File: config.mk
export PLATFORM = sky130hd
export DESIGN_NAME = display_info_text_parser_core
export DESIGN_NICKNAME = d
export VERILOG_FILES = /design/src/rtl/core/ditp_pkg.sv /design/src/rtl/core/ditp_parser.sv /design/src/rtl/core/ditp_result_reg.sv /design/src/rtl/core/display_info_text_parser_core.sv
export SDC_FILE = /design/constraint.sdc
export NUM_CORES = 1
export LEC_CHECK = 0
export BUFFER_PORTS_ARGS = -buffer_cell sky130_fd_sc_hd__buf_2
export CAP_MARGIN = 30
export CORE_UTILIZATION = 55
export DETAILED_ROUTE_END_ITERATION = 10
export PLACE_DENSITY_LB_ADDON = 0.08
export SLEW_MARGIN = 20
export SYNTH_ARGS = -nofsm -noshare
export SYNTH_HDL_FRONTEND = slang
export SYNTH_HIERARCHICAL = 1
export SYNTH_SLANG_ARGS = --single-unit
File: constraint.sdc
create_clock -name clk -period 3.5 [get_ports clk]
set_input_delay 0.525 -clock clk [delete_from_list [all_inputs] [get_ports clk]]
set_output_delay 0.525 -clock clk [all_outputs]
set_load 0.01 [all_outputs]
File: src/rtl/core/ditp_pkg.sv
// Package with the types, character codes and key tables of the display-info text parser.
`timescale 1ns / 1ps

package ditp_pkg;

  // Width of the internal value registers; values saturate at its maximum.
  localparam int VALUE_BITS = 16;
  localparam logic [VALUE_BITS-1:0] VALUE_MAX = {VALUE_BITS{1'b1}};

  // Width of each value field in a result item.
  localparam int OUT_BITS = 16;

  // Width of the text character field.
  localparam int CHAR_BITS = 8;

  // Character codes.
  localparam logic [CHAR_BITS-1:0] CH_NUL   = 8'h00;
  localparam logic [CHAR_BITS-1:0] CH_TAB   = 8'h09;
  localparam logic [CHAR_BITS-1:0] CH_LF    = 8'h0A;
  localparam logic [CHAR_BITS-1:0] CH_SPACE = 8'h20;
  localparam logic [CHAR_BITS-1:0] CH_COLON = 8'h3A;
  localparam logic [CHAR_BITS-1:0] CH_ZERO  = 8'h30;
  localparam logic [CHAR_BITS-1:0] CH_NINE  = 8'h39;
  localparam logic [CHAR_BITS-1:0] CH_H     = 8'h48;

  // Key lengths and the key selector.
  localparam logic [2:0] LEN_WIDTH  = 3'd5;
  localparam logic [2:0] LEN_HEIGHT = 3'd6;
  localparam logic       KEY_WIDTH  = 1'b0;
  localparam logic       KEY_HEIGHT = 1'b1;

  // Phases of the line parser.
  typedef enum logic [2:0] {
    PH_LINE_WS,
    PH_MATCH,
    PH_AFTER_KEY,
    PH_AFTER_COL,
    PH_DIGITS,
    PH_SKIP_LINE
  } ditp_phase_t;

  // Values carried by one result item.
  typedef struct packed {
    logic [OUT_BITS-1:0] height_value;
    logic [OUT_BITS-1:0] width_value;
  } ditp_result_t;

  // Expected character of a key at a given position.
  function automatic logic [CHAR_BITS-1:0] key_char(input logic key, input logic [2:0] pos);
    logic [CHAR_BITS-1:0] ch;
    ch = CH_NUL;
    if (key == KEY_WIDTH) begin
      unique case (pos)
        3'd0:    ch = 8'h57; // W
        3'd1:    ch = 8'h49; // I
        3'd2:    ch = 8'h44; // D
        3'd3:    ch = 8'h54; // T
        3'd4:    ch = 8'h48; // H
        default: ch = CH_NUL;
      endcase
    end else begin
      unique case (pos)
        3'd0:    ch = 8'h48; // H
        3'd1:    ch = 8'h45; // E
        3'd2:    ch = 8'h49; // I
        3'd3:    ch = 8'h47; // G
        3'd4:    ch = 8'h48; // H
        3'd5:    ch = 8'h54; // T
        default: ch = CH_NUL;
      endcase
    end
    return ch;
  endfunction

  // Blank, tab or newline.
  function automatic logic is_ws(input logic [CHAR_BITS-1:0] c);
    return (c == CH_SPACE) || (c == CH_TAB) || (c == CH_LF);
  endfunction

  // Decimal digit.
  function automatic logic is_digit(input logic [CHAR_BITS-1:0] c);
    return (c >= CH_ZERO) && (c <= CH_NINE);
  endfunction

endpackage

File: src/rtl/core/ditp_parser.sv
// Line parser: phase state, key matching, digit accumulation and the stored values.
`timescale 1ns / 1ps

module ditp_parser (
  input  logic                           clk,
  input  logic                           rst,
  input  logic                           step,
  input  logic [ditp_pkg::CHAR_BITS-1:0] text_byte,
  input  logic                           end_of_text,
  output logic                           result_valid,
  output ditp_pkg::ditp_result_t         result
);
  import ditp_pkg::*;

  localparam int WIDE_BITS = VALUE_BITS + 4;

  ditp_phase_t           phase, phase_next;
  logic [2:0]            match_pos, match_pos_next;
  logic                  cur_key, cur_key_next;
  logic [VALUE_BITS-1:0] acc, acc_next;
  logic [VALUE_BITS-1:0] stored_width, stored_width_next;
  logic [VALUE_BITS-1:0] stored_height, stored_height_next;

  logic                  text_end;
  logic [3:0]            digit;
  logic [WIDE_BITS-1:0]  acc_wide;
  logic [VALUE_BITS-1:0] acc_sat;
  logic                  m_key;
  logic [2:0]            m_pos;
  logic [2:0]            m_len;
  logic [2:0]            m_pos_inc;
  logic [CHAR_BITS-1:0]  digit_diff;

  assign text_end   = (text_byte == CH_NUL) || end_of_text;
  assign digit_diff = text_byte - CH_ZERO;
  assign digit      = digit_diff[3:0];

  // Multiply by ten as two shifts, add the digit, then saturate.
  assign acc_wide = (WIDE_BITS'(acc) << 3) + (WIDE_BITS'(acc) << 1) + WIDE_BITS'(digit);
  assign acc_sat  = (acc_wide > WIDE_BITS'(VALUE_MAX)) ? VALUE_MAX : acc_wide[VALUE_BITS-1:0];

  // Key and position that the current byte is matched against.
  always_comb begin
    m_key = (phase == PH_MATCH) ? cur_key : KEY_WIDTH;
    m_len = (m_key == KEY_HEIGHT) ? LEN_HEIGHT : LEN_WIDTH;
    if ((phase != PH_MATCH) || (match_pos >= m_len)) begin
      m_pos = 3'd0;
    end else begin
      m_pos = match_pos;
    end
    m_pos_inc = m_pos + 3'd1;
  end

  // Next-state logic for one parsed byte.
  always_comb begin
    phase_next         = phase;
    match_pos_next     = match_pos;
    cur_key_next       = cur_key;
    acc_next           = acc;
    stored_width_next  = stored_width;
    stored_height_next = stored_height;

    if (text_byte != CH_NUL) begin
      unique case (phase)
        PH_LINE_WS, PH_MATCH: begin
          if ((phase == PH_LINE_WS) && is_ws(text_byte)) begin
            phase_next = PH_LINE_WS;
          end else if (text_byte == key_char(m_key, m_pos)) begin
            cur_key_next = m_key;
            if (m_pos_inc == m_len) begin
              phase_next     = PH_AFTER_KEY;
              match_pos_next = 3'd0;
            end else begin
              phase_next     = PH_MATCH;
              match_pos_next = m_pos_inc;
            end
          end else if (m_key == KEY_WIDTH) begin
            // A failed WIDTH match retries the byte as the start of HEIGHT.
            cur_key_next = KEY_HEIGHT;
            if (text_byte == CH_H) begin
              phase_next     = PH_MATCH;
              match_pos_next = 3'd1;
            end else begin
              match_pos_next = 3'd0;
              phase_next     = (text_byte == CH_LF) ? PH_LINE_WS : PH_SKIP_LINE;
            end
          end else begin
            match_pos_next = 3'd0;
            phase_next     = (text_byte == CH_LF) ? PH_LINE_WS : PH_SKIP_LINE;
          end
        end
        PH_AFTER_KEY: begin
          if (is_ws(text_byte)) begin
            phase_next = PH_AFTER_KEY;
          end else if (text_byte == CH_COLON) begin
            phase_next = PH_AFTER_COL;
            acc_next   = '0;
            if (cur_key == KEY_HEIGHT) stored_height_next = '0;
            else                       stored_width_next  = '0;
          end else begin
            phase_next = (text_byte == CH_LF) ? PH_LINE_WS : PH_SKIP_LINE;
          end
        end
        PH_AFTER_COL: begin
          if (is_ws(text_byte)) begin
            phase_next = PH_AFTER_COL;
          end else if (is_digit(text_byte)) begin
            phase_next = PH_DIGITS;
            acc_next   = VALUE_BITS'(digit);
            if (cur_key == KEY_HEIGHT) stored_height_next = VALUE_BITS'(digit);
            else                       stored_width_next  = VALUE_BITS'(digit);
          end else begin
            phase_next = (text_byte == CH_LF) ? PH_LINE_WS : PH_SKIP_LINE;
          end
        end
        PH_DIGITS: begin
          if (is_digit(text_byte)) begin
            acc_next = acc_sat;
            if (cur_key == KEY_HEIGHT) stored_height_next = acc_sat;
            else                       stored_width_next  = acc_sat;
          end else begin
            phase_next = (text_byte == CH_LF) ? PH_LINE_WS : PH_SKIP_LINE;
          end
        end
        default: begin
          phase_next = (text_byte == CH_LF) ? PH_LINE_WS : PH_SKIP_LINE;
        end
      endcase
    end
  end

  // Result outputs: the stored values after this byte, at end of text.
  always_comb begin
    result_valid        = step && text_end;
    result.width_value  = OUT_BITS'(stored_width_next);
    result.height_value = OUT_BITS'(stored_height_next);
  end

  // State registers; end of text returns everything to the reset values.
  always_ff @(posedge clk) begin
    if (rst || (step && text_end)) begin
      phase         <= PH_LINE_WS;
      match_pos     <= 3'd0;
      cur_key       <= KEY_WIDTH;
      acc           <= '0;
      stored_width  <= '0;
      stored_height <= '0;
    end else if (step) begin
      phase         <= phase_next;
      match_pos     <= match_pos_next;
      cur_key       <= cur_key_next;
      acc           <= acc_next;
      stored_width  <= stored_width_next;
      stored_height <= stored_height_next;
    end
  end

endmodule

File: src/rtl/core/ditp_result_reg.sv
// Output register that holds one result item until the downstream side takes it.
`timescale 1ns / 1ps

module ditp_result_reg (
  input  logic                   clk,
  input  logic                   rst,
  input  logic                   load,
  input  ditp_pkg::ditp_result_t load_data,
  output logic                   busy,
  output logic                   m_tvalid,
  input  logic                   m_tready,
  output logic [31:0]            m_tdata   // width_value [15:0], height_value [31:16]
);
  import ditp_pkg::*;

  logic         out_valid, out_valid_next;
  ditp_result_t out_data;

  // The register is free when empty or when its item leaves this cycle.
  assign busy = out_valid && !m_tready;

  always_comb begin
    if (load) begin
      out_valid_next = 1'b1;
    end else if (m_tready) begin
      out_valid_next = 1'b0;
    end else begin
      out_valid_next = out_valid;
    end
  end

  always_ff @(posedge clk) begin
    if (rst) begin
      out_valid <= 1'b0;
    end else begin
      out_valid <= out_valid_next;
    end
  end

  // Payload needs no reset.
  always_ff @(posedge clk) begin
    if (load) begin
      out_data <= load_data;
    end
  end

  assign m_tvalid = out_valid;
  assign m_tdata  = {out_data.height_value, out_data.width_value};

endmodule

File: src/rtl/core/display_info_text_parser_core.sv
// Top level of the display-info text parser: input register, line parser and result register.
//
//  Channel | Dir | Payload                                   | Sideband
//  s_*     | in  | tdata[7:0] = text_byte                    | tlast = end_of_text
//  m_*     | out | tdata[15:0] = width_value, [31:16] = height | none
//
// Each item is held in the input register; the parser updates its state as the item
// leaves that register, so one item is taken every cycle while no end-of-text item is held.
// A result item is written into the output register at the same edge at which its item
// leaves the input register. Stalls on the output only hold the input side when an item
// that ends a text finds the output register still full. Reset is synchronous and clears
// all parser state.
`timescale 1ns / 1ps

module display_info_text_parser_core (
  input  logic        clk,
  input  logic        rst,
  input  logic        s_tvalid,
  output logic        s_tready,
  input  logic [7:0]  s_tdata,   // text_byte [7:0]
  input  logic        s_tlast,
  output logic        m_tvalid,
  input  logic        m_tready,
  output logic [31:0] m_tdata    // width_value [15:0], height_value [31:16]
);
  import ditp_pkg::*;

  logic                 in_full;
  logic [CHAR_BITS-1:0] in_byte;
  logic                 in_last;
  logic                 in_ends_text;
  logic                 out_busy;
  logic                 step;
  logic                 res_valid;
  ditp_result_t         res;

  // An item moves on unless it ends the text and the output is still occupied.
  assign in_ends_text = (in_byte == CH_NUL) || in_last;
  assign step         = in_full && !(in_ends_text && out_busy);
  assign s_tready     = !in_full || step;

  // Input register.
  always_ff @(posedge clk) begin
    if (rst) begin
      in_full <= 1'b0;
    end else if (s_tvalid && s_tready) begin
      in_full <= 1'b1;
    end else if (step) begin
      in_full <= 1'b0;
    end
  end

  always_ff @(posedge clk) begin
    if (s_tvalid && s_tready) begin
      in_byte <= s_tdata;
      in_last <= s_tlast;
    end
  end

  ditp_parser u_parser (
    .clk          (clk),
    .rst          (rst),
    .step         (step),
    .text_byte    (in_byte),
    .end_of_text  (in_last),
    .result_valid (res_valid),
    .result       (res)
  );

  ditp_result_reg u_result (
    .clk       (clk),
    .rst       (rst),
    .load      (res_valid),
    .load_data (res),
    .busy      (out_busy),
    .m_tvalid  (m_tvalid),
    .m_tready  (m_tready),
    .m_tdata   (m_tdata)
  );

endmodule
==> results.md <==
* Status: complete, but fails checks
* Violated checks: setup timing
* Hold Path Class: input pin to flip-flop
* WS Path Type: flip-flop to flip-flop
* Via density per instance at 6.318
* Tcrit/Tclk final at 101.4%
* Worst-path cell chain: and4bb_4, inv_6, ha_4, nor2b_4, o21bai_1, a21oi_2, and2_4, inv_6, ha_4, or3_4, a211oi_4, nor3_2, nor4b_4, nand4_4, mux2_4, a211oi_2
* Core footprint at 9910 µm²
* Total grt overflow at 0
* Register bit total from synthesis at 98
* First-pass GRT wire length at 24.17 mm
* Worst-Skew Late Latency at between 0.3 and 0.4 ns
* Top cell type by total area after synthesis: edfxtp_1
* Post-layout util at just over 70%
* Register area share after synthesis at 41.71%
* Post-synth net total at 657
* Critical Path Slowest Stage Cell: or3_4
* Seq pwr share at 56.4%
* Layout overhead on the synthesized area at 23.23%
* Routed WL at 15.47 mm
* Clock sinks at 98
* Distinct cells, synth at 73
* Avg WL per Cell at 18.73 µm
* Combinational power share at under 10%
* CTS Buf Count at 9
* Initial DRC Count at roughly 420
* Share of cells above drive strength 1 at 27.13%
* Die W at 103.7 µm
* Number of synthesis warnings at 6
* Row cnt at 36
* Clock Tree Root: clkbuf_8
* Die Y at 103.7 µm
* Ys flop type: dfxtp_1
* Worst Hold Slack at 0.3086 ns
* Switching Share at 27.83%
* CTS max path bufs at 2
* DRC at 0
* RD Place Congestion at 0.8899
* Final hold viol count at 0
* Min Tclk post-route at 3.551 ns
* I/O Buffers at 46
* Slew HR at slightly above 40%
* Largest net degree at the start of global routing at 34
* Gr usage total at 28.03%
* Antenna diodes at 0
* Final nets at 742
* RSZ-0062 raised after global routing: yes
* Pleak at 2.757 nW
* Overall power at 2.176 mW
* Final setup viols at 6
* Initial antenna violation count at 0
* CP required at 3.80 ns
* Syn Inst Count at about 600
* CP max stage delay at between 0.3 and 0.4 ns
* Largest cells by area after synthesis: edfxtp_1, dfxtp_1, ha_1
* Final slew viol count at 0
* Post-synthesis async set-or-reset flop share at 0%
* Initial Util at between 50% and 60%
* Clk slew on worst S/H paths at around 0.11 ns
* Vias in the first global route at 4,810
* Mapped cell area at 5688 µm²
* FMAX at approximately 280 MHz
* DRT Pass-1 Iters at 5
* Number of synthesized flops with an enable pin at 41
* Via count at 5,219
* Int Power at 1.570 mW
* Clock power share at between 30% and 40%
* PwrDens at 310.4 nW/µm²
* CTS tree: done
* VDD IR max at 0.1904 mV
* Area fraction of the dominant cell type after synthesis at 21.65%
* CP arrival at 3.85 ns
* Fillers at approximately 760
* Die Area at 10,750 µm²
* Critical path endpoint category: flip-flop
* H-tree depth at 3
* Syn avg cell area at 9.433 µm²
* Crit start category: flip-flop
* CP Max Fanout at 5
* HPWL after DPL at 10.71 mm
* Max Cap Violations at 0
* Clk_skew at 0.01695 ns
* Sw Pwr at 0.6056 mW
* Hold_buf cts at 0
* Routed Antenna Nets at 0
* Worst-Margin Slew at 0.8807 ns
* Fin worst setup slack at -0.05072 ns
* Io pins at 47
placed cells by master, fill, tap and decap left out, types with 6 or more instances in the layout:
cell,instances
nand2_1,65
o21ai_0,61
dfxtp_1,54
buf_4,49
buf_2,46
edfxtp_1,41
nor2_1,41
ha_1,30
o2bb2ai_1,24
a21oi_1,18
o21a_1,14
a31oi_1,13
nand3_1,11
o21ai_1,11
clkbuf_8,9
a211o_1,9
xnor2_1,9
a221oi_1,9
inv_1,8
ha_4,8
nand4_1,6
and3_1,6
final cells by class:
cell class | instances | area (µm²) | area share, %
timing repair buffer | 103 | 724.4 | 10.34
clock buffer | 9 | 123.9 | 1.767
tap | 133 | 166.4 | 2.374
inverter | 12 | 55.05 | 0.7854
sequential | 98 | 2376 | 33.90
clock inverter | 7 | 73.82 | 1.053
multi-input combinational | 464 | 3490 | 49.79
cells by family (layout without fill, tap and decap cells):
group | after synthesis | in the layout | synth area share [%]
compound gates | 217 | 217 | 25.72
simple gates | 187 | 187 | 17.00
flops | 98 | 98 | 41.71
fa+ha+maj | 41 | 41 | 9.283
buf+inv | 41 | 131 | 3.101
xor+xnor | 14 | 14 | 2.156
mux | 5 | 5 | 1.034
metrics by stage:
| stage | setup WS, ns | std cells | TNS [ns] | cell area (µm²) |
|---|---|---|---|---|
| after global placement | -0.01633 | 798 | -0.01633 | 6405 |
| after global routing | -0.2024 | 826 | -3.197 | 7009 |
| after CTS | -0.01468 | 815 | -0.01468 | 6633 |
| after floorplan | -0.008869 | 603 | -0.008869 | 5802 |
| final | -0.05072 | 826 | -0.1733 | 7009 |
| after detailed placement | -0.06939 | 798 | -0.1653 | 6405 |
power groups by stage:
stage                     Sequential, mW  Clock (mW)  Combinational, mW
after floorplan                     1.25           0              0.119
after global placement              1.25           0              0.182
after detailed placement            1.25           0              0.186
after CTS                           1.23       0.745              0.187
after global routing                1.23       0.801              0.217
final                               1.23       0.746              0.202
sequential cells by signal, indices dropped and copies added (netlist names), 3 cells and up:
signal                  cells
u_parser/stored_height     16
u_result/m_tdata           32
u_parser/phase              3
u_parser/match_pos          3
u_parser/stored_width      16
in_byte                     8
u_parser/acc               16
layer usage:
layer,part of all wire [%],global-route usage [%]
met2,45,43.62
met3,6.5,4.342
met1,47,40.56
met5,0,0
met4,1.5,7.653
worst max-delay path: cells and delay by family (launching register included):
family | cells | cell delay, ns
compound gates | 4 | 0.69
fa+ha+maj | 2 | 0.37
buf+inv | 2 | 0.11
flops | 1 | 0.33
mux | 1 | 0.33
simple gates | 7 | 1.65
cell usage after synthesis, types with 11 or more instances:
master	instances
edfxtp_1	41
dfxtp_1	57
o21ai_0	68
ha_1	39
nand2_1	66
a21oi_1	21
a31oi_1	13
nor2_1	47
nand3_1	11
inv_1	11
o2bb2ai_1	24
o21a_1	14
clkbuf_1	20
worst paths after layout:
path / end / slack [ns] / from / cells past startpoint
min: in_last$_DFFE_PP_ / 0.31 / s_tlast / 1
max reg2reg: u_parser/match_pos[0]$_SDFFE_PP0P_ / -0.05 / u_parser/phase[2]$_SDFFE_PP0P_ / 16
max: u_parser/match_pos[0]$_SDFFE_PP0P_ / -0.05 / u_parser/phase[2]$_SDFFE_PP0P_ / 16
min reg2reg: u_parser/stored_width[14]$_SDFFE_PP0P_ / 0.47 / u_parser/stored_width[14]$_SDFFE_PP0P_ / 1
repair_timing:
item	4_1_cts	5_1_grt
pin swaps	2	19
setup endpoints to repair	20	87
setup buffers	1	9
gates cloned	0	2
gates resized for setup	5	59
endpoints found under the hold margin	0	0
Note: power is estimated with default switching activity, not from simulation.
